$ cat config.mk
export PLATFORM = sky130hd
export DESIGN_NAME = fccm_ram
export DESIGN_NICKNAME = d
export VERILOG_FILES = /design/src/sv/fccm_ram.sv
export SDC_FILE = /design/constraint.sdc
export NUM_CORES = 1
export LEC_CHECK = 0
export ABC_AREA = 1
export BUFFER_PORTS_ARGS = -buffer_cell sky130_fd_sc_hd__clkbuf_2
export CAP_MARGIN = 20
export CORE_MARGIN = 2
export CORE_UTILIZATION = 55
export CTS_CLUSTER_SIZE = 12
export DETAILED_ROUTE_END_ITERATION = 12
export GPL_TIMING_DRIVEN = 0
export HOLD_SLACK_MARGIN = 0.08
export PLACE_DENSITY = 0.72
export SETUP_SLACK_MARGIN = 0.4
export SLEW_MARGIN = 30
export SYNTH_ARGS = -nofsm -noshare
export SYNTH_HDL_FRONTEND = slang
export SYNTH_SLANG_ARGS = --single-unit
$ cat constraint.sdc
create_clock -name clk_i -period 2.1 [get_ports clk_i]
set_clock_uncertainty 0.15 [all_clocks]
set_input_delay 0.21 -clock clk_i [delete_from_list [all_inputs] [get_ports clk_i]]
set_output_delay 0.21 -clock clk_i [all_outputs]
set_load 0.01 [all_outputs]
$ cat src/sv/fccm_ram.sv
`default_nettype none
module fccm_ram #(
  parameter int unsigned Width = 8,
  parameter int unsigned Depth = 16
) (
  input  wire logic                     clk_i,
  input  wire logic                     we_i,
  input  wire logic [$clog2(Depth)-1:0] waddr_i,
  input  wire logic [Width-1:0]         wdata_i,
  input  wire logic [$clog2(Depth)-1:0] raddr_i,
  output logic      [Width-1:0]         rdata_o
);

  logic [Width-1:0] mem_q [Depth];

  always_ff @(posedge clk_i) begin
    if (we_i) begin
      mem_q[waddr_i] <= wdata_i;
    end
    rdata_o <= mem_q[raddr_i];
  end

endmodule
`default_nettype wire

==> results.txt <==
----------------------------------------------------
[Floorplan]
  Area enclosed by the die boundary ... between 10000 and 15000 sq um
  Site row count ... 37
  I/O pin count ... 26
  Initial core utilization ... 0.5637
  Vertical extent of the die ... 106.4 um
  X dimension of the die ... roughly 110 um
  Floorplan core area ... 10230 sq um

[Finish]
  Proportion of layout cells with a drive suffix above 1 ... 0.1232
  Filler Cells Inserted ... 757
  Fin nets ... 622
  Commonest non-fill, non-tap cell in the layout ... sky130_fd_sc_hd__nand2_1
  Final Instance Area ... about 6800 sq um
  Layout overhead on the synthesized area ... 18.18%
  Area used by sequential logic in the layout ... 4004 sq um
  Most frequent cells in the layout ... sky130_fd_sc_hd__nand2_1 (173), sky130_fd_sc_hd__edfxtp_1 (128), sky130_fd_sc_hd__inv_1 (100)
  Diode insertion count for antenna repair ... 0
  Multi-input gate area ... ~1200 sq um

[Power]
  Static leakage ... 2.973 nW
  Power per Cell Area ... 983.9 nW/um^2
  IR drop worst, VDD ... 0.5325 mV

[Clock network]
  Buffers inserted by post-CTS timing repair ... 0
  Depth of the CTS H-tree ... 4
  Number of buffers added by the clock tree synthesis step ... 17
  Count of instances resized after the clock tree is built ... 0
  Clk pin slew, worst setup/hold paths ... ~0.060 ns
  CTS tree ... yes
  Cell chosen for the clock root ... sky130_fd_sc_hd__clkbuf_8
  Clock Tree Buf Depth ... 2
  Clock network latency to the later pin of the worst-skew pair ... 0.53 ns
  Number of clock sinks ... between 100 and 150
  Hold_buf cts ... 12

[STA]
  Hold violation total from the final report ... 0
  Slew at the pin closest to its max-slew limit ... about 0.96 ns
  Maximum clock frequency ... around 630 MHz
  Final period utilization ... 0.7500
  Slew Viols, Final ... 0
  Final worst path period need ... about 1.6 ns
  Final setup vio count ... 0
  Relative slew slack ... 0.3586
  Setup repair after global routing missed its margin ... false
  Sum Neg Setup Slack ... 0 ns

[Route]
  Mean routed wirelength per cell ... roughly 18 um
  Routed via count ... 4028
  Violation count after the first detailed-route iteration ... around 420
  First-pass iteration count of the detailed router ... 5
  Residual DRC count ... 0
  Post-Route WL ... 13740 um
  Ratio of routed vias to standard cells ... between 5 and 6
  DRT antenna net count ... 0

[Min path]
  Worst Hold Class ... in2reg

[Global route]
  Met2 layer usage reported by global route ... 0.4057
  GR met1 Demand/Resource ... 0.3486
  Met3 routing resource usage after global routing ... 0.06131
  Combined global-route utilization of all metal layers ... 0.2627
  Initial antenna violation count ... 0
  Pin count of the biggest net entering global routing ... 17
  GRT Max-Usage Layer ... met2
  Via count of the first global-routing pass ... 3862
  Overflow left after global routing ... 0
  First-pass GRT wire length ... about 21000 um

[Yosys]
  Sequential element share of the synthesized area ... 0.6943
  Post-Syn Area per Cell ... 10.47 sq um
  Post-Syn Nets ... 569
  Total of warnings raised by yosys ... 0
  Library cells used by synthesis ... 12
  Number of instances in the synthesized netlist ... between 500 and 600
  Netlist area before placement ... between 5000 and 6000 sq um
  Synth Register Bits ... around 140

[Placed design]
  Gp weighted congestion ... 0.8541
  Post-DP HPWL ... between 8000 and 9000 um
  Number of buffers added on ports ... 22
  Post-placement cell area ... slightly above 6000 sq um

[Flow run]
  Max-cap check violation count ... 0

[Setup path]
  Sort of element at the end of the critical path ... flop
  Category of the critical setup timing path ... reg2reg
  Type of element launching the critical path ... flop
  Data arrival time of the critical path ... around 1.8 ns
  CP Max Fanout ... 1
  Endpoint required time on the critical path ... roughly 2.4 ns

[Run status]
  Result of the run ... complete, no violations

----------------------------------------------------
-- synthesized netlist by cell type (all sizes together) --
| cell type | count | area [sq um] |
|---|---|---|
| inv | 102 | 382.9 |
| nand3 | 97 | 485.5 |
| nor2 | 17 | 63.81 |
| nand2 | 173 | 649.4 |
| buf | 24 | 166.4 |
| nand3b | 2 | 15.01 |
| edfxtp | 128 | 3844 |
| dfxtp | 8 | 160.2 |
-- kinds of logic (layout without fill, tap and decap cells) --
kind of cell	count (synthesis)	count (layout)	synth area share
flip-flops	136	136	0.6943
AND/OR/NAND/NOR	289	289	0.2105
buffers and inverters	126	192	0.09525
-- final timing paths --
| kind | to | depth (start not counted) | start | slack (ns) |
|---|---|---|---|---|
| setup / recovery | rdata_o[1] | 7 | mem_q[7][1] | 0.53 |
| hold / removal | rdata_o[2] | 6 | raddr_i[1] | 0.13 |
| setup reg to reg | rdata_o[1] | 7 | mem_q[7][1] | 0.53 |
| hold reg to reg | rdata_o[2] | 6 | mem_q[7][2] | 0.55 |
-- sequential cells by signal (all words and copies together), names as in the netlist --
name,cells
mem_q,128
rdata_o,8
-- report_power, final --
part | switching [mW] | leakage (nW) | total (mW) | internal (mW)
clock | 1.08 | 0.309 | 3.24 | 2.16
combinational | 0.285 | 1.44 | 0.416 | 0.131
sequential | 0.0160 | 1.22 | 3.05 | 3.04
total | 1.38 | 2.97 | 6.71 | 5.33
-- worst max-delay path, cell delays in order, from the launching register on --
cell	delay [ns]
sky130_fd_sc_hd__edfxtp_1	0.36
sky130_fd_sc_hd__inv_1	0.06
sky130_fd_sc_hd__nand2_1	0.04
sky130_fd_sc_hd__nand3_1	0.07
sky130_fd_sc_hd__nand3_1	0.07
sky130_fd_sc_hd__dlygate4sd3_1	0.56
sky130_fd_sc_hd__nand3_1	0.08
sky130_fd_sc_hd__nand2_1	0.06
-- final cells by class --
cell class              count  share of cell area
plain buffers              24             0.02442
clock buffers              19             0.06187
clock inverters            13             0.03323
inverters                 102             0.05618
multi-input cells         289              0.1781
flip-flops and latches    136              0.5875
well taps                 136             0.02497
repair buffers             34             0.03378
-- layer usage --
layer / vias up / routed length, um
li1: 1883 / -
met1: 1879 / 5408
met2: 233 / 6399
met3: 33 / 1464
met4: 0 / 471
met5: - / 0
-- through the flow --
stage	std cells	utilization	hold slack, ns	setup slack, ns	power (mW)
global placement	709	0.5910	0.4465	0.3221	3.487
global route	753	0.6661	0.1797	0.4325	6.870
CTS	753	0.6661	0.09546	0.5265	6.711
finish	753	0.6661	0.1308	0.5250	6.705
floorplan	551	-	0.1589	0.7892	3.328
detailed placement	709	0.5910	0.4484	0.2763	3.497
(Power assumes the default switching activity.)
